--- src/rtl/core/pkhga_fifo.sv ---
// Two-entry queue between the hashing front end and the probe engine.
// Generic payload width; no package dependency.
module pkhga_fifo #(
  parameter int unsigned WIDTH = 46
) (
  input  logic             clk_i,
  input  logic             rst_ni,
  input  logic             wr_valid_i,
  output logic             wr_ready_o,
  input  logic [WIDTH-1:0] wr_data_i,
  output logic             rd_valid_o,
  input  logic             rd_ready_i,
  output logic [WIDTH-1:0] rd_data_o
);

  logic [WIDTH-1:0] entry_q [2];
  logic             wr_ptr_q, wr_ptr_d;
  logic             rd_ptr_q, rd_ptr_d;
  logic [1:0]       count_q, count_d;
  logic             push, pop;

  assign wr_ready_o = (count_q != 2'd2);
  assign rd_valid_o = (count_q != 2'd0);
  assign push       = wr_valid_i && wr_ready_o;
  assign pop        = rd_valid_o && rd_ready_i;
  assign rd_data_o  = entry_q[rd_ptr_q];

  always_comb begin
    wr_ptr_d = wr_ptr_q ^ push;
    rd_ptr_d = rd_ptr_q ^ pop;
    count_d  = count_q;
    if (push && !pop) begin
      count_d = count_q + 2'd1;
    end else if (pop && !push) begin
      count_d = count_q - 2'd1;
    end
  end

  always_ff @(posedge clk_i or negedge rst_ni) begin
    if (!rst_ni) begin
      wr_ptr_q <= 1'b0;
      rd_ptr_q <= 1'b0;
      count_q  <= 2'd0;
    end else begin
      wr_ptr_q <= wr_ptr_d;
      rd_ptr_q <= rd_ptr_d;
      count_q  <= count_d;
    end
  end

  always_ff @(posedge clk_i) begin
    if (push) begin
      entry_q[wr_ptr_q] <= wr_data_i;
    end
  end

endmodule

--- config.mk ---
export PLATFORM = sky130hd
export DESIGN_NAME = pkhga_fifo
export DESIGN_NICKNAME = d
export VERILOG_FILES = /design/src/rtl/core/pkhga_fifo.sv
export SDC_FILE = /design/constraint.sdc
export NUM_CORES = 1
export LEC_CHECK = 0
export BUFFER_PORTS_ARGS = -buffer_cell sky130_fd_sc_hd__buf_2
export CAP_MARGIN = 20
export CORE_ASPECT_RATIO = 1.4
export CORE_MARGIN = 2
export CORE_UTILIZATION = 52
export DETAILED_ROUTE_END_ITERATION = 8
export GPL_TIMING_DRIVEN = 0
export PLACE_DENSITY = 0.84
export SKIP_LAST_GASP = 1
export SLEW_MARGIN = 5
export SYNTH_ARGS = -nofsm -noshare
export SYNTH_HDL_FRONTEND = slang
export SYNTH_SLANG_ARGS = --single-unit
export TNS_END_PERCENT = 30
--- constraint.sdc ---
create_clock -name clk_i -period 3.3 [get_ports clk_i]
set_clock_uncertainty 0.1 [all_clocks]
set_input_delay 0.165 -clock clk_i [delete_from_list [all_inputs] [get_ports clk_i]]
set_output_delay 0.165 -clock clk_i [all_outputs]
set_load 0.05 [all_outputs]
==> Word-level counts from Yosys, hierarchy flattened <==
Memories as Yosys holds them, arrays and structs flattened.
Index checks and enable logic that the tools add are counted.
{ "word_totals": {"ram_bits": 92, "wordCells": 21, "mem_count": 1, "inputBits": 50, "output_inout_bits": 48, "reg_bits": 4} }
{ "memory_table": {"columns": ["memory", "words", "word_bits", "read_ports", "rd_ports_with_merged_regs", "wr", "line", "text"], "rows": [
  ["entry_q", 2, 46, 1, 0, 1, "16", "logic [WIDTH-1:0] entry_q [2];"]
]} }
{ "op_classes": {"n_addsub": 2, "reduce_logical": 8, "muxes": 4, "n_eq_ne": 1, "n_bitwise": 2} }
{ "ops": {"columns": ["op", "count"], "rows": [
  ["logical AND 1 bit", 4],
  ["two-way mux 2 bit", 2],
  ["nonzero test 2 bit", 2],
  ["adder 2 x 1 -> 2 bit (second input constant)", 1],
  ["logical NOT 1 bit", 2],
  ["two-way mux 1 bit", 2],
  ["inequality test 2 bit (second input constant)", 1],
  ["subtractor 2 x 1 -> 2 bit (second input constant)", 1],
  ["XOR 1 bit", 2]
]} }

==> Longest topological paths before layout <==
{ "logic_depth": {"ltp_word": 6, "ltp_mapped": 6, "ltp_nobuf": 6} }

==> Worst setup path before layout <==
Ideal clock, no wire load.
{ "synth_timing": {"kind": "reg2reg", "from": "register count_q[0]", "to": "memory entry_q[1][0], enable pin", "path_stages_with_launch": 4, "setup_time_ns": 0.408, "t_arrival_ns": 2.239, "period_less_slack_ns": 2.748, "slack_ns": 0.552, "required_ns": 2.792, "path_cell_list": "dfrtp_1 > nand2b_1 > and2_1 > ha_1"} }
{ "synth_via": {"elab_chain_cells": 4} }
{ "synth_rtl": {"columns": ["element", "line", "text"], "rows": [
  ["start, declared", "19", "logic [1:0] count_q, count_d;"],
  ["start signal, assigned", "47", "count_q <= count_d;"],
  ["inequality test 2 bit", "22", "assign wr_ready_o = (count_q != 2'd2);"],
  ["named net wr_ready_o", "9", "output logic wr_ready_o,"],
  ["logical AND 1 bit", "24", "assign push = wr_valid_i && wr_ready_o;"],
  ["two-way mux 1 bit", "52", "if (push) begin"],
  ["two-way mux 1 bit (implied by the code)", "53", "entry_q[wr_ptr_q] <= wr_data_i;"],
  ["end, declared", "16", null]
]} }
The timed path passes the listed nets, and every way through them passes these cells.

==> Worst setup path in the final report <==
{ "layout_timing": {"from": "register count_q[0]", "to": "memory entry_q[1][20], enable pin"} }
{ "layout_via": {"elab_chain_cells": 4} }
{ "layout_rtl": {"columns": ["element", "line"], "rows": [
  ["inequality test 2 bit", "22"],
  ["logical AND 1 bit", "24"],
  ["two-way mux 1 bit", "52"],
  ["two-way mux 1 bit (implied by the code)", "53"]
]} }
No other way between the ends.

==> impl_metrics.tcl <==
set metrics [dict create \
    yosys-top-cells-area "edfxtp_1 76%, mux2_4 12%, mux2_2 4.9%" \
    cts_sinks 96 \
    rows 36 \
    holdCritPathClass "in2async" \
    place_hpwl_um 4140 \
    critical_path_class "reg2reg" \
    period_share 0.621 \
    num_vias 2009 \
    drtAntennaViolNets 0 \
    firstDrtPassIters 6 \
    leakagePower_nw 1.98 \
    slowest_stage "ha_2" \
    timing.fmax_mhz 488 \
    track_usage 0.193 \
    grt_max_degree 29 \
    stdcell_count 419 \
    syn_avg_cell_area_um2 22.7 \
    grt_pass1_wl_um 10300 \
    core_region_area_um2 6890 \
    worstPathCellList "nand2b_1 -> and2_1 -> ha_2 -> buf_12" \
    viasPerCell 4.79 \
    worst_pin_slew_ns 0.523 \
    status "completed" \
    setup_violations 0 \
    die_area_um2 7710 \
    cellPowerDensity_nw_per_um2 947 \
    nFillCells 417 \
    finalWirelength_um 7130 \
    die_x_um 74.8 \
    die_h_um 103 \
    met3_usage 0.0469 \
    synth_fp_nets 214 \
    syn2layout_area_growth_pct 35.9 \
    first_global_vias 2172 \
    cts.clk_slew.worst_paths_ns 0.10 \
    peakVddDrop_v 0.000778 \
    cts_buffers 9 \
    start_util 0.530 \
    crit_family "adder cells" \
    ys_seq_elements 96 \
    grt_setup_unrepaired "no" \
    io_buffers 97 \
    cp.required_ns 3.25 \
    ios 98 \
    ctsResizeCount 0 \
    combPwrFrac 0.474 \
    ys_types 15 \
    slowest_delay_ns 0.55 \
    cts.path.max_buffers 2 \
    intPower_mw 2.75 \
    r2r.worst_path.cells 4 \
    syn_area_um2 3650 \
    switchingPower_mw 1.95 \
    regArea_um2 2860 \
    worstSetupEndpointType "flip-flop" \
    yosysMostFrequentCell "edfxtp_1" \
    busiest_layer "met2" \
    cts_tree "yes" \
    grtUsageMet2 0.369 \
    synth_top_area_share 0.757 \
    synth_area_leader_cell "edfxtp_1" \
    drt_iter0_drc 62 \
    postSynthCellCount 161 \
    clock-root-buffer "clkbuf_8" \
    cp_num_cells 4 \
    crit_path_start_kind "flip-flop" \
    fin_crit_ns 2.05 \
    drive_gt1_frac 0.503 \
    synthArstFlopShare 0.0417 \
    crit_buf_inv 1 \
    synth.cells.most_frequent "92 x edfxtp_1, 30 x mux2_4, 16 x mux2_2" \
    yosys_warnings 0 \
    report.final.slew_viol_count 0 \
    finalHoldViolCount 0 \
    synthFlopType "edfxtp_1" \
    fin_setup_tns_ns 0 \
    slew_headroom 0.651 \
    antenna_found_initial 0 \
    drv_cap 0 \
    htreeDepth 3 \
    p_clk_frac 0.154 \
    p_seq_frac 0.372 \
    drc 0 \
    diodes 0 \
    critPathMaxFanout 28 \
    swShare 0.415 \
    arrival_ns 2.00 \
    clock_latency_ns 0.36 \
    use_met1 0.186 \
    gr-total-overflow 0 \
    nNetsFinal 372 \
    gp_congestion 0.678 \
    dp_cells 355 \
    multi_input_area_um2 734 \
    synth_edf_count 92 \
    ys_seq_area_frac 0.784 \
    routedWlPerCell_um 17.0 \
]
==> stage by stage <==
step / util / power (mW) / hold slack (ns) / area, um^2 / worst slack [ns]
floorplan: - / 3.51 / -0.231 / 3650 / 0.552
global placement: 0.617 / 3.89 / -0.127 / 4250 / 0.408
detailed placement: 0.624 / 3.96 / -0.124 / 4300 / 1.32
CTS: 0.720 / 4.71 / 0.0156 / 4960 / 1.30
global route: 0.720 / 4.87 / 0.0472 / 4960 / 1.14
finish: 0.720 / 4.70 / 0.0485 / 4960 / 1.25
==> layout make-up <==
| class | instances | area share |
|---|---|---|
| Buffer | 5 | 0.0101 |
| Sequential cell | 96 | 0.577 |
| Multi-Input combinational cell | 58 | 0.148 |
| Tap cell | 95 | 0.0240 |
| Inverter | 2 | 0.00151 |
| Timing Repair Buffer | 147 | 0.203 |
| Clock buffer | 12 | 0.0272 |
| Clock inverter | 4 | 0.00908 |
==> state kept, by name (all words and copies together), names as in the netlist <==
signal / flops
count_q: 2
entry_q: 92
rd_ptr_q: 1
wr_ptr_q: 1
==> layer usage <==
layer / share of wire / routed length (um) / vias up
met5: 0 / 0 / -
met4: 0.018 / 131 / 0
met3: 0.036 / 260 / 10
met2: 0.61 / 4320 / 53
met1: 0.34 / 2420 / 1007
li1: - / - / 939
==> placed cells by master (no fill, tap or decap) <==
master         synthesis  routed
xnor2_1                2       2
bufinv_16              0       1
mux2_4                30      30
nor2_1                 1       1
inv_1                  2       2
ha_2                   0       2
mux2_2                16      16
buf_2                  1      98
clkinvlp_4             0       1
clkbuf_8               0       9
xor2_1                 2       2
nand2_1                1       1
dfrtp_1                4       4
buf_6                  4       4
clkbuf_1               0       3
and2_1                 1       1
edfxtp_1              92      92
dlygate4sd3_1          0      48
ha_1                   3       1
clkinv_1               0       2
or2_1                  1       1
buf_12                 0       2
nand2b_1               1       1
==> kinds of logic after synthesis <==
kind of cell / count (synthesis) / synth area share
xor gates and xnor gates: 4 / 0.00960
adders and majority gates: 3 / 0.0103
buffers and inverters: 7 / 0.0158
DFF: 96 / 0.784
muxes: 46 / 0.173
and+or+nand+nor: 5 / 0.00720
==> path summary, 6_finish.rpt <==
| check | to | slack [ns] | start |
|---|---|---|---|
| worst max-delay path | entry_q[1][20] | 1.25 | count_q[0] |
| worst min-delay path | count_q[1] | 0.05 | rst_ni |
| worst max register to register | entry_q[1][20] | 1.25 | count_q[0] |
| worst min register to register | count_q[1] | 0.41 | count_q[1] |
| max in group asynchronous | rd_ptr_q | 2.93 | rst_ni |
| min in group clk_i | wr_ptr_q | 0.19 | wr_valid_i |
==> repair_timing <==
item | in CTS | in global routing
hold buffers | 48 | 0
setup buffers | 0 | 0
endpoints found under the hold margin | 97 | 0
==> power by group through the flow <==
| stage | clock (mW) | combinational, mW | sequential, mW |
|---|---|---|---|
| after CTS | 0.731 | 2.24 | 1.75 |
| after detailed placement | 0 | 2.18 | 1.78 |
| after global placement | 0 | 2.12 | 1.77 |
| after floorplan | 0 | 1.75 | 1.76 |
| after global routing | 0.771 | 2.32 | 1.77 |
| final | 0.722 | 2.22 | 1.75 |
(Power assumes the default switching activity.)
