--- src/rtl/core/pkhga_pkg.sv ---
// Shared constants and types for the packed-key hash get-or-add block.
// Used by the front, back and top modules; depends on nothing.
package pkhga_pkg;

  localparam int unsigned GROUP_W     = 16;
  localparam int unsigned SUB_ID_BITS = 20;
  localparam int unsigned KEY_W       = GROUP_W + SUB_ID_BITS;
  localparam int unsigned NODE_W      = 10;
  localparam int unsigned CNT_W       = 11;
  localparam int unsigned IN_DATA_W   = 40;
  localparam int unsigned OUT_DATA_W  = 16;
  localparam int unsigned OUT_USER_W  = 2;

  localparam logic [63:0] HASH_PRIME = 64'd1099511628211;
  localparam logic [SUB_ID_BITS-1:0] SUB_MASK = 20'hFFFFF;

  typedef struct packed {
    logic              table_full;
    logic              was_added;
    logic [NODE_W-1:0] node_id;
  } result_t;

endpackage

--- src/rtl/core/pkhga_front.sv ---
// Front end: accepts input words, packs the key and hashes it into a slot index.
// Depends on pkhga_pkg; feeds the probe queue.
module pkhga_front #(
  parameter int unsigned IDX_W      = 10,
  parameter int unsigned GROUP_BITS = 16
) (
  input  logic                         clk_i,
  input  logic                         rst_ni,
  input  logic                         in_valid_i,
  output logic                         in_ready_o,
  input  logic [pkhga_pkg::GROUP_W-1:0]     group_index_i,
  input  logic [pkhga_pkg::SUB_ID_BITS-1:0] sub_id_i,
  input  logic                         hold_i,
  output logic                         push_valid_o,
  input  logic                         push_ready_i,
  output logic [IDX_W+pkhga_pkg::KEY_W-1:0] push_data_o
);

  localparam logic [pkhga_pkg::GROUP_W-1:0] GroupMask =
    (GROUP_BITS >= pkhga_pkg::GROUP_W) ? {pkhga_pkg::GROUP_W{1'b1}} :
    pkhga_pkg::GROUP_W'((32'd1 << GROUP_BITS) - 32'd1);
  localparam logic [15:0] PrimeLo = pkhga_pkg::HASH_PRIME[15:0];

  logic                          valid_q, valid_d;
  logic [pkhga_pkg::KEY_W-1:0]   key_q, key_d;
  logic [IDX_W-1:0]              idx_q, idx_d;
  logic [31:0]                   prod;
  logic                          accept;

  assign key_d  = {group_index_i & GroupMask, sub_id_i & pkhga_pkg::SUB_MASK};
  assign prod   = 32'(key_d[15:0]) * 32'(PrimeLo);
  assign idx_d  = prod[IDX_W-1:0];

  assign in_ready_o = (!valid_q || push_ready_i) && !hold_i;
  assign accept     = in_valid_i && in_ready_o;

  always_comb begin
    valid_d = valid_q;
    if (accept) begin
      valid_d = 1'b1;
    end else if (push_ready_i) begin
      valid_d = 1'b0;
    end
  end

  always_ff @(posedge clk_i or negedge rst_ni) begin
    if (!rst_ni) begin
      valid_q <= 1'b0;
    end else begin
      valid_q <= valid_d;
    end
  end

  always_ff @(posedge clk_i) begin
    if (accept) begin
      key_q <= key_d;
      idx_q <= idx_d;
    end
  end

  assign push_valid_o = valid_q;
  assign push_data_o  = {idx_q, key_q};

endmodule

--- config.mk ---
export PLATFORM = sky130hd
export DESIGN_NAME = pkhga_front
export DESIGN_NICKNAME = d
export VERILOG_FILES = /design/src/rtl/core/pkhga_pkg.sv /design/src/rtl/core/pkhga_front.sv
export SDC_FILE = /design/constraint.sdc
export NUM_CORES = 1
export LEC_CHECK = 0
export ABC_AREA = 1
export BUFFER_PORTS_ARGS = -buffer_cell sky130_fd_sc_hd__buf_2
export CAP_MARGIN = 20
export CORE_MARGIN = 2
export CORE_UTILIZATION = 48
export CTS_CLUSTER_DIAMETER = 120
export CTS_CLUSTER_SIZE = 14
export DETAILED_ROUTE_END_ITERATION = 10
export PLACE_DENSITY_LB_ADDON = 0.3
export SLEW_MARGIN = 15
export SYNTH_ARGS = -nofsm -noshare
export SYNTH_HDL_FRONTEND = slang
export SYNTH_SLANG_ARGS = --single-unit
--- constraint.sdc ---
create_clock -name clk_i -period 4.9 [get_ports clk_i]
set_input_delay 0.49 -clock clk_i [delete_from_list [all_inputs] [get_ports clk_i]]
set_output_delay 0.49 -clock clk_i [all_outputs]
set_load 0.02 [all_outputs]
* After elaboration in Yosys (flattened, before gate mapping) *
Cells that the tools add are included.
W data, S select, Z words.

word-level totals
  logic and storage cells = 12
  bits of input ports = 41
  flip-flop bits (word level) = 47
  output and inout port bits = 48

cells by class
  muxes and demuxes = 2
  reduce and logical (&&, ||, !) cells = 6
  multiply operators = 1

operator list
  cell                     number
  $mul A16 B9 Y10 const B  1
  $logic_and A1 B1 Y1      2
  $logic_not A1 Y1         2
  $mux W1                  2
  $reduce_bool A2 Y1       1
  $logic_or A1 B1 Y1       1

* Longest topological paths before layout *
Gate-level depths: netlist (run 1).

  word-level depth = 5
  mapped depth = 16
  depth with buffers taken out = 16

* Worst setup path before layout (run 1) *
OpenSTA, ideal clock, no wires.

  kind = input -> register
  from = in hold_i
  to = reg idx_q[0], enable pin
  setup time = 504 ps
  path slack = 739 ps
  arrival time = 3,657 ps
  required time = 4,396 ps
  stages on the path = 1
  buffers on the path = 0
  path through = nor3_1

on the way
  word-level cells in the longest chain between the ends = 3

RTL lines
  item                    RTL line           source
  start: declaration      pkhga_front.sv:13  input logic hold_i,
  $logic_not A1 Y1        pkhga_front.sv:34  assign in_ready_o = (!valid_q || push_ready_i) && !hold_i;
  $logic_and A1 B1 Y1     pkhga_front.sv:34
  $logic_and A1 B1 Y1     pkhga_front.sv:35  assign accept = in_valid_i && in_ready_o;
  end signal: assignment  pkhga_front.sv:57  idx_q <= idx_d;
  end: declaration        pkhga_front.sv:26  logic [IDX_W-1:0] idx_q, idx_d;

Every way passes these cells.
A chain may end at the register's enable or synchronous reset.

* Worst setup path after layout (run 1) *
  from = in sub_id_i[5] (netlist name)
  to = reg idx_q[9], data pin

on the way
  word-level cells in the longest chain between the ends = 1

RTL lines
  item                RTL line           source
  start: declaration  pkhga_front.sv:12  input logic [pkhga_pkg::SUB_ID_BITS-1:0] sub_id_i,
  $mul A16 B9 Y10     pkhga_front.sv:31  assign prod = 32'(key_d[15:0]) * 32'(PrimeLo);
  net idx_d[9]        pkhga_front.sv:26

The timed path passes the listed nets, and every way through them passes these cells.

==> summary.txt, run 1 <==
status: complete, no violations
met3 Use GR: 0.04722
Final Hold Fails: 0
Max Clock Freq: 0.3205 GHz
Syn Nets: 239
DR pass1 iterations: 4
HP Class: input port to flop
Worst Setup End Kind: flop
GRT overflow: 0
clock root buffer: clkbuf_8
CTS tree: done
Std-Cell Rows: 24
CP Launch Type: input port
Final setup viols: 0
Detailed Route Iter0 Violations: 34
max-slew violations: 0
Skew-Pair Late Insertion Delay: 0.30 ns
largest net degree at the start of global routing: 46
Pwr per Cell Area: 352.5 mW/mm2
Critical Path AT: 3.19 ns
Avg Vias per Cell: 4.728
CTS Buffer Depth: 2
Avg WL per Cell: 12.89 um
met2 Usage GRT: 0.2722
Synth-to-Final Area Change: 27.28%
Final Power: 0.001008 W
Net Switching: 0.0003107 W
most crowded layer after global routing: met2
Reg power frac: 0.475
maximum vdd drop: 0.0002032 V
Die ar.: 0.005245 mm2
final critical-path share of the clock period: 0.6367
diode count: 0
initial antenna violation count: 0
Clk pin slew, worst setup/hold paths: 0.09 ns
Max-Cap Viols: 0
Placer Congestion: 0.7825
clock sink count: 46
Worst Skew: 0.006238 ns
ANT nets after route: 0
Synth Cell Area: 0.002247 mm2
DRC violations left: 0
Placeable Area: 0.004444 mm2
RSZ-0062 raised after global routing: no
Lkg Pwr: 1.382 nW
total CTS buffers: 5
share of cells above drive strength 1: 0.3908
Tot GR Track Use: 0.1617
IO Count: 89
CP max FO: 4
Final nets: 335
Least-Margin Pin Slew: 0.5618 ns
P_int: 0.0006976 W
Crit path required time: 4.97 ns
WS Path Type: input port to flop
switch share: 0.3082
Clock power frac: 0.230
Post-CTS Repair Setup Buffers: 0
commonest cells after routing, fill and taps aside: 88 x buf_2, 45 x edfxtp_1, 40 x inv_1
Yosys reg bits: 46
Min Hold Slack: 0.3558 ns
routed vias: 1480
Avg Cell Area, Syn: 13.70 um2
starting density of the core: 0.5056
routed wire length: 4036 um
DPL Wire Length: 3221 um
Fin Setup TNS: 0 ns
Post-Syn Instances: 164
Netlist cell types: 18
combinational group share of total power: 0.295
Max transition margin: 0.6255
fin crit period: 3.120 ns
vias in the first global route: 1439
met1 usage: 0.1950
die height: 72.42 um
Ys Warns: 0
Die W: 72.42 um
global-route wire length before repair: 6375 um
H-tree depth: 2
Seq/Total Area, Yosys: 0.6125
most common cell after layout, fill and taps aside: buf_2
IO buf count: 88
==> cell type report <==
cell class | count | area (um2)
Clock buffer | 5 | 68.82
Inverter | 40 | 150.1
Fill cell | 369 | 1584
Sequential cell | 46 | 1376
Timing Repair Buffer | 90 | 457.9
Tap cell | 52 | 65.06
Multi-Input combinational cell | 77 | 718.2
Clock inverter | 3 | 23.77
==> final timing paths <==
| path | slack [ns] | end | cells after the start | startpoint |
|---|---|---|---|---|
| setup / recovery | 1.78 | idx_q[9] | 16 | sub_id_i[5] |
| hold / removal | 0.36 | key_q[24] | 1 | group_index_i[4] |
| setup reg to reg | 3.41 | key_q[16] | 4 | push_valid_o |
| hold reg to reg | 0.56 | push_valid_o | 2 | push_valid_o |
| max in group asynchronous | 4.32 | push_valid_o | 2 | rst_ni |
| min in group asynchronous | 0.50 | push_valid_o | 2 | rst_ni |
==> worst max-delay path: stages <==
cell and delay [ns]:
buf_2 0.12, ha_1 0.33, fa_1 0.47, ha_1 0.28, inv_1 0.05, fa_1 0.53
inv_1 0.04, ha_1 0.33, nand3_1 0.10, nand3_2 0.08, nand2_1 0.06, nand2_1 0.04
nand2_1 0.09, nand2_4 0.05, nand3_1 0.07, nand2_1 0.05
==> kinds of logic (layout without fill, tap and decap cells) <==
logic type	after synthesis	count (layout)	synth area share
adder cells (fa/ha/maj)	34	34	0.2194
AO/OA/AOI/OAI	3	3	0.007236
XOR/XNOR	5	5	0.01949
flip-flops	46	46	0.6125
buffers and inverters	41	138	0.07016
AND/OR/NAND/NOR	35	35	0.07127
==> flip-flops by register name, summed over array words and instances, names as in the netlist <==
register	count
push_valid_o	1
idx_q	10
key_q	35
==> Yosys cell counts <==
master,number,area [um2]
edfxtp_1,45,1351
inv_1,40,150.1
ha_1,25,312.8
nand2_1,21,78.83
fa_1,9,180.2
nand3_1,7,35.03
xnor2_1,4,35.03
nand2_2,2,12.51
nor2_1,2,7.510
a21oi_1,1,5.000
buf_4,1,7.510
dfrtp_1,1,25.02
nand2_4,1,11.26
nand3_2,1,10.01
nor3_1,1,5.000
o21ai_0,1,5.000
o22ai_1,1,6.260
xor2_1,1,8.760
==> power groups by stage <==
stage	registers [W]	logic (W)	clock network [W]
after floorplan	0.000523	0.000186	0
after global placement	0.000488	0.000297	0
after detailed placement	0.000488	0.000300	0
after CTS	0.000479	0.000304	0.000243
after global routing	0.000482	0.000343	0.000254
final	0.000479	0.000297	0.000232
==> through the flow <==
| step | instances | util | setup slack (ns) | area, um2 |
|---|---|---|---|---|
| finish | 313 | 0.6436 | 1.780 | 2860 |
| global route | 313 | 0.6436 | 1.632 | 2860 |
| CTS | 313 | 0.6436 | 1.765 | 2860 |
| detailed placement | 304 | 0.6205 | 1.424 | 2758 |
| global placement | 304 | 0.6205 | 1.501 | 2758 |
| floorplan | 164 | - | 0.7391 | 2247 |
==> routing by layer <==
| metal | up-vias | wire length, um |
|---|---|---|
| met5 | - | 0 |
| met4 | 0 | 48 |
| met3 | 5 | 339 |
| met2 | 62 | 1942 |
| met1 | 683 | 1706 |
| li1 | 730 | - |
==> what timing repair did <==
action	4_1_cts	5_1_grt
resized for setup	0	0
hold buffers	1	0
endpoints found under the hold margin	1	0
Power figures use the tool's default switching activity.
==> run 2: changes to the inputs <==
==> constraint.sdc (replaced) <==
create_clock -name clk_i -period 2.97 [get_ports clk_i]
set_input_delay 0.297 -clock clk_i [delete_from_list [all_inputs] [get_ports clk_i]]
set_output_delay 0.297 -clock clk_i [all_outputs]
set_load 0.02 [all_outputs]
==> summary.txt, run 2 (same netlist as run 1, synthesis figures left out) <==
status: complete, no violations (unchanged)
CTS tree: done (unchanged)
GRT overflow: 0 (unchanged)
Clk pin slew, worst setup/hold paths: 0.09 ns (about the same)
r2r endpoint: key_q[23] (was key_q[16])
H-tree depth: 2 (unchanged)
clock sink count: 46 (unchanged)
Reg power frac: 0.432 (was 0.475)
placed instance count: 318 (was 304)
reg2reg path depth: 4 (unchanged)
Std-Cell Rows: 24 (unchanged)
starting density of the core: 0.5056 (unchanged)
Die ar.: 0.005245 mm2 (unchanged)
Placer Congestion: 0.8131 (was 0.7825)
routed wire length: 4368 um (was 4036 um)
Slowest cell on crit path: fa_1 (unchanged)
Final Hold Fails: 0 (unchanged)
DR pass1 iterations: 4 (unchanged)
ANT nets after route: 0 (unchanged)
share of cells above drive strength 1: 0.4255 (was 0.3908)
routed vias: 1520 (was 1480)
Detailed Route Iter0 Violations: 58 (was 34)
DRC violations left: 0 (unchanged)
Reg area: 0.001376 mm2 (unchanged)
Pwr per Cell Area: 609.7 mW/mm2 (was 352.5 mW/mm2)
reg2reg setup slack: 1.44 ns (was 3.41 ns)
Lkg Pwr: 1.470 nW (was 1.382 nW)
fin util: 0.6760 (was 0.6436)
P_int: 0.001299 W (was 0.0006976 W)
diode count: 0 (unchanged)
Synth-to-Final Area Change: 33.69% (was 27.28%)
design area: 0.003004 mm2 (was 0.002860 mm2)
fillcell total: 343 (was 369)
global-route wire length before repair: 6624 um (was 6375 um)
Max-Cap Viols: 0 (unchanged)
Max Clock Freq: 0.3554 GHz
largest net degree at the start of global routing: 46 (unchanged)
hold path cells: 1 (unchanged)
CP cell instances: buf_2 > ha_1 > ha_1 > ha_1 > fa_1 > inv_1 > fa_1 > o21ai_0 > a21oi_1 > xnor2_1 (was buf_2 > ha_1 > fa_1 > ha_1 > inv_1 > fa_1 > inv_1 > ha_1 > nand3_1 > nand3_2 > nand2_1 > nand2_1 > nand2_1 > nand2_4 > nand3_1 > nand2_1)
clock root buffer: clkbuf_8 (unchanged)
RSZ-0062 raised after global routing: no (unchanged)
max reg flops: 35 (unchanged)
WS Path Type: input port to flop (unchanged)
maximum vdd drop: 0.0003821 V (was 0.0002032 V)
most common cell after layout, fill and taps aside: buf_2 (unchanged)
fin crit period: 2.814 ns
Least-Margin Pin Slew: 0.5623 ns (was 0.5618 ns)
worst reg2reg startpoint: push_valid_o (unchanged)
largest reg by FF count: key_q (unchanged)
final critical-path share of the clock period: 0.9474
IO Count: 89 (unchanged)
commonest cells after routing, fill and taps aside: 88 x buf_2, 45 x edfxtp_1, 40 x inv_1 (unchanged)
Worst Skew: 0.006875 ns (was 0.006238 ns)
HP Class: input port to flop (unchanged)
Tot GR Track Use: 0.1688 (was 0.1617)
Die W: 72.42 um (unchanged)
Worst Setup End Kind: flop (unchanged)
CP Launch Type: input port (unchanged)
max-slew violations: 0 (unchanged)
Final nets: 349 (was 335)
Critical Path Max Stage Delay: 0.57 ns (was 0.53 ns)
combined area of the multi-input logic cells: 737.0 um2 (was 718.2 um2)
Avg WL per Cell: 13.36 um (was 12.89 um)
Final setup viols: 0 (unchanged)
CP max FO: 2 (was 4)
DPL Wire Length: 3360 um (was 3221 um)
Max transition margin: 0.6252 (was 0.6255)
cell repeated most along the worst path: ha_1 (was nand2_1)
Crit path required time: 3.03 ns (was 4.97 ns)
Net Switching: 0.0005324 W (was 0.0003107 W)
IO buf count: 88 (unchanged)
Fin Setup TNS: 0 ns (unchanged)
die height: 72.42 um (unchanged)
initial antenna violation count: 0 (unchanged)
Avg Vias per Cell: 4.648 (was 4.728)
hold path endpoint: key_q[35] (was key_q[24])
CTS Buffer Depth: 2 (unchanged)
Critical Path AT: 2.88 ns (was 3.19 ns)
Clock power frac: 0.253 (was 0.230)
placed inst area: 0.002882 mm2 (was 0.002758 mm2)
switch share: 0.2907 (was 0.3082)
total CTS buffers: 5 (unchanged)
Skew-Pair Late Insertion Delay: 0.30 ns (about the same)
min-delay src: group_index_i[15] (was group_index_i[4])
Placeable Area: 0.004444 mm2 (unchanged)
Final Non-Filler Cells: 327 (was 313)
combinational group share of total power: 0.315 (was 0.295)
vias in the first global route: 1497 (was 1439)
-- run 2: changes by cell type in the layout (fill, tap and decap cells not counted), sizes merged --
cell,delta
bufinv,+1
clkinv,+1
buf,+14
clkinvlp,-2
-- run 2: worst max-delay path by stage --
stage | startpoint | to | cells after the start
5_1_grt | sub_id_i[5] | idx_q[9] | 17
3_3_place_gp | sub_id_i[5] | idx_q[9] | 17
3_5_place_dp | sub_id_i[5] | idx_q[9] | 17
6_report | sub_id_i[4] | idx_q[8] | 10
2_1_floorplan | sub_id_i[5] | idx_q[9] | 16
4_1_cts | sub_id_i[5] | idx_q[9] | 17
-- run 2: cell type report --
| class | count | share of cell area |
|---|---|---|
| Multi-Input combinational cell | 77 | 0.2453 |
| Tap cell | 52 | 0.02166 |
| Sequential cell | 46 | 0.4581 |
| Clock inverter | 3 | 0.01458 |
| Timing Repair Buffer | 104 | 0.1874 |
| Clock buffer | 5 | 0.02291 |
| Inverter | 40 | 0.04998 |
-- run 2: timing repair --
action	CTS	global route
endpoints found under the setup margin	0	1
endpoints found under the hold margin	1	0
resized for setup	0	0
hold buffers	1	0
setup buffers	0	0
-- run 2: power groups by stage --
stage	Sequential [W]	Clock [W]	Combinational, W
after floorplan	0.000862	0	0.000320
after global placement	0.000805	0	0.000567
after detailed placement	0.000805	0	0.000582
after CTS	0.000791	0.000476	0.000589
after global routing	0.000795	0.000494	0.000661
final	0.000791	0.000464	0.000577
-- run 2: per-layer routing --
layer / vias to the layer above / routed length (um) / track usage
met1: 692 / 1704 / 0.1799
li1: 756 / - / -
met3: 5 / 359 / 0.05417
met4: 0 / 59 / 0.05556
met5: - / 0 / 0
met2: 67 / 2245 / 0.3140
-- run 2: per-stage QoR --
step	total power, W	setup WS [ns]	hold WS, ns
after CTS	0.001857	0.1309	0.1631
after global routing	0.001949	0.008889	0.1584
after floorplan	0.001181	0.03087	0.001409
after detailed placement	0.001387	-0.1949	0.07741
final	0.001832	0.1562	0.1673
after global placement	0.001372	-0.1487	0.07174
-- run 2: worst max-delay path, delay by kind of cell --
family,cells,cell delay (ns)
AOI/OAI and AO/OA,2,0.29
xor gates and xnor gates,1,0.13
adders and majority gates,5,1.98
buffers and inverters,2,0.18
==> run 3: changes to the inputs <==
--- a/config.mk
+++ b/config.mk
@@ -9,10 +9,11 @@
 export BUFFER_PORTS_ARGS = -buffer_cell sky130_fd_sc_hd__buf_2
 export CAP_MARGIN = 20
 export CORE_MARGIN = 2
-export CORE_UTILIZATION = 48
+export CORE_UTILIZATION = 45
 export CTS_CLUSTER_DIAMETER = 120
 export CTS_CLUSTER_SIZE = 14
 export DETAILED_ROUTE_END_ITERATION = 10
+export GPL_TIMING_DRIVEN = 0
 export PLACE_DENSITY_LB_ADDON = 0.3
 export SLEW_MARGIN = 15
 export SYNTH_ARGS = -nofsm -noshare
==> summary.txt, run 3 (same netlist as run 1, synthesis figures left out) <==
DRC violations left: 0 (unchanged)
Std-Cell Rows: 25 (was 24)
status: complete, no violations (unchanged)
Critical Path AT: 2.91 ns (was 2.88 ns)
Final setup viols: 0 (unchanged)
Final Hold Fails: 0 (unchanged)
max-slew violations: 0 (unchanged)
DPL Wire Length: 3327 um (was 3360 um)
global-route wire length before repair: 6196 um (was 6624 um)
IO buf count: 88 (unchanged)
HP Class: input port to flop (unchanged)
largest reg by FF count: key_q (unchanged)
Synth-to-Final Area Change: 32.24% (was 33.69%)
Max transition margin: 0.6762 (was 0.6252)
Worst Setup End Kind: flop (unchanged)
Skew-Pair Late Insertion Delay: 0.30 ns (about the same)
Crit path required time: 3.03 ns (about the same)
routed wire length: 4060 um (was 4368 um)
largest net degree at the start of global routing: 16 (was 46)
DP Worst Slack: -0.2474 ns (was -0.1949 ns)
Max Clock Freq: 0.3511 GHz (was 0.3554 GHz)
Worst Skew: 0.01002 ns (was 0.006875 ns)
placed instance count: 322 (was 318)
Min Hold Slack: 0.1696 ns (was 0.1673 ns)
Max-Cap Viols: 0 (unchanged)
fin crit period: 2.848 ns (was 2.814 ns)
CP max FO: 3 (was 2)
Avg Vias per Cell: 4.420 (was 4.648)
Placer Congestion: 0.8222 (was 0.8131)
share of cells above drive strength 1: 0.4053 (was 0.4255)
final critical-path share of the clock period: 0.9590 (was 0.9474)
Placeable Area: 0.004755 mm2 (was 0.004444 mm2)
GRT overflow: 0 (unchanged)
placed inst area: 0.002836 mm2 (was 0.002882 mm2)
DR pass1 iterations: 3 (was 4)
starting density of the core: 0.4726 (was 0.5056)
CTS tree: done (unchanged)
CP Launch Type: input port (unchanged)
fin util: 0.6250 (was 0.6760)
Least-Margin Pin Slew: 0.4842 ns (was 0.5623 ns)
routed vias: 1463 (was 1520)
initial antenna violation count: 0 (unchanged)
WS Path Type: input port to flop (unchanged)
most common cell after layout, fill and taps aside: buf_2 (unchanged)
CTS Buffer Depth: 2 (unchanged)
Avg WL per Cell: 12.27 um (was 13.36 um)
maximum vdd drop: 0.0002223 V (was 0.0003821 V)
IO Count: 89 (unchanged)
clock root buffer: clkbuf_8 (unchanged)
max reg flops: 35 (unchanged)
Final Non-Filler Cells: 331 (was 327)
commonest cells after routing, fill and taps aside: 88 x buf_2, 45 x edfxtp_1, 40 x inv_1 (unchanged)
total CTS buffers: 5 (unchanged)
die height: 74.67 um (was 72.42 um)
diode count: 0 (unchanged)
Die ar.: 0.005575 mm2 (was 0.005245 mm2)
Detailed Route Iter0 Violations: 33 (was 58)
vias in the first global route: 1387 (was 1497)
Die W: 74.67 um (was 72.42 um)
design area: 0.002972 mm2 (was 0.003004 mm2)
H-tree depth: 2 (unchanged)
RSZ-0062 raised after global routing: no (unchanged)
Clk pin slew, worst setup/hold paths: 0.09 ns (about the same)
Tot GR Track Use: 0.1508 (was 0.1688)
setup ws final: 0.1216 ns (was 0.1562 ns)
Pwr per Cell Area: 592.1 mW/mm2 (was 609.7 mW/mm2)
clock sink count: 46 (unchanged)
ANT nets after route: 0 (unchanged)
Final nets: 338 (was 349)
fillcell total: 403 (was 343)
Lkg Pwr: 1.413 nW (was 1.470 nW)
## run 3: changes by cell type in the layout (fill, tap and decap cells not counted), sizes merged
cell,before,now
buf,103,92
clkbuf,5,6
clkinv,1,0
clkinvlp,0,1
inv,41,40
## run 3: where the power goes
part	internal, W	switching [W]
clock network	0.000251	0.000200
logic	0.000220	0.000299
registers	0.000781	0.00000887
total	0.00125	0.000508
## run 3: layout make-up
| cell class | instances | area [um2] | share of cell area |
|---|---|---|---|
| clock inverter | 2 | 37.54 | 0.01263 |
| inverter | 40 | 150.1 | 0.05053 |
| clock buffer | 6 | 72.57 | 0.02442 |
| sequential | 46 | 1376 | 0.4632 |
| multi-input combinational | 77 | 752.0 | 0.2531 |
| timing repair buffer | 92 | 491.7 | 0.1655 |
| tap | 67 | 83.83 | 0.02821 |
| buffer | 1 | 7.507 | 0.002526 |
## run 3: timing repair
item	CTS	global route
endpoints found under the hold margin	1	0
resized for setup	0	2
buffers inserted	0	0
setup endpoints to repair	0	1
hold buffers	1	0
## run 3: path summary, 6_finish.rpt
kind	startpoint	to	slack, ns	depth (start not counted)
worst max-delay path	sub_id_i[6]	idx_q[9]	0.12	16
worst min-delay path	group_index_i[11]	key_q[31]	0.17	1
worst max register to register	push_valid_o	key_q[10]	1.19	6
worst min register to register	push_valid_o	push_valid_o	0.56	2
max in group asynchronous	rst_ni	push_valid_o	2.58	2
min in group asynchronous	rst_ni	push_valid_o	0.30	2
## run 3: metal layers
layer / vias to the layer above / share of wire / GRT usage / wire [um]
li1: 736 / - / - / -
met1: 663 / 0.39 / 0.1821 / 1586
met2: 57 / 0.50 / 0.2586 / 2049
met3: 7 / 0.089 / 0.04016 / 361
met4: 0 / 0.016 / 0.05952 / 63
met5: - / 0 / 0 / 0
## run 3: stage by stage
| step | setup TNS, ns | power [W] |
|---|---|---|
| global route | 0 | 0.001880 |
| global placement | -16.31 | 0.001309 |
| finish | 0 | 0.001760 |
| floorplan | 0 | 0.001181 |
| CTS | 0 | 0.001790 |
| detailed placement | -0.4240 | 0.001327 |
## run 3: worst max-delay path: stages
cell     delay [ns]
buf_2          0.13
ha_1           0.28
inv_1          0.05
fa_1           0.51
inv_1          0.05
ha_1           0.26
inv_1          0.05
fa_1           0.52
inv_1          0.04
ha_1           0.33
nand2_1        0.08
nand2_1        0.04
nand2_1        0.09
nand2_4        0.05
nand3_1        0.07
nand2_1        0.05
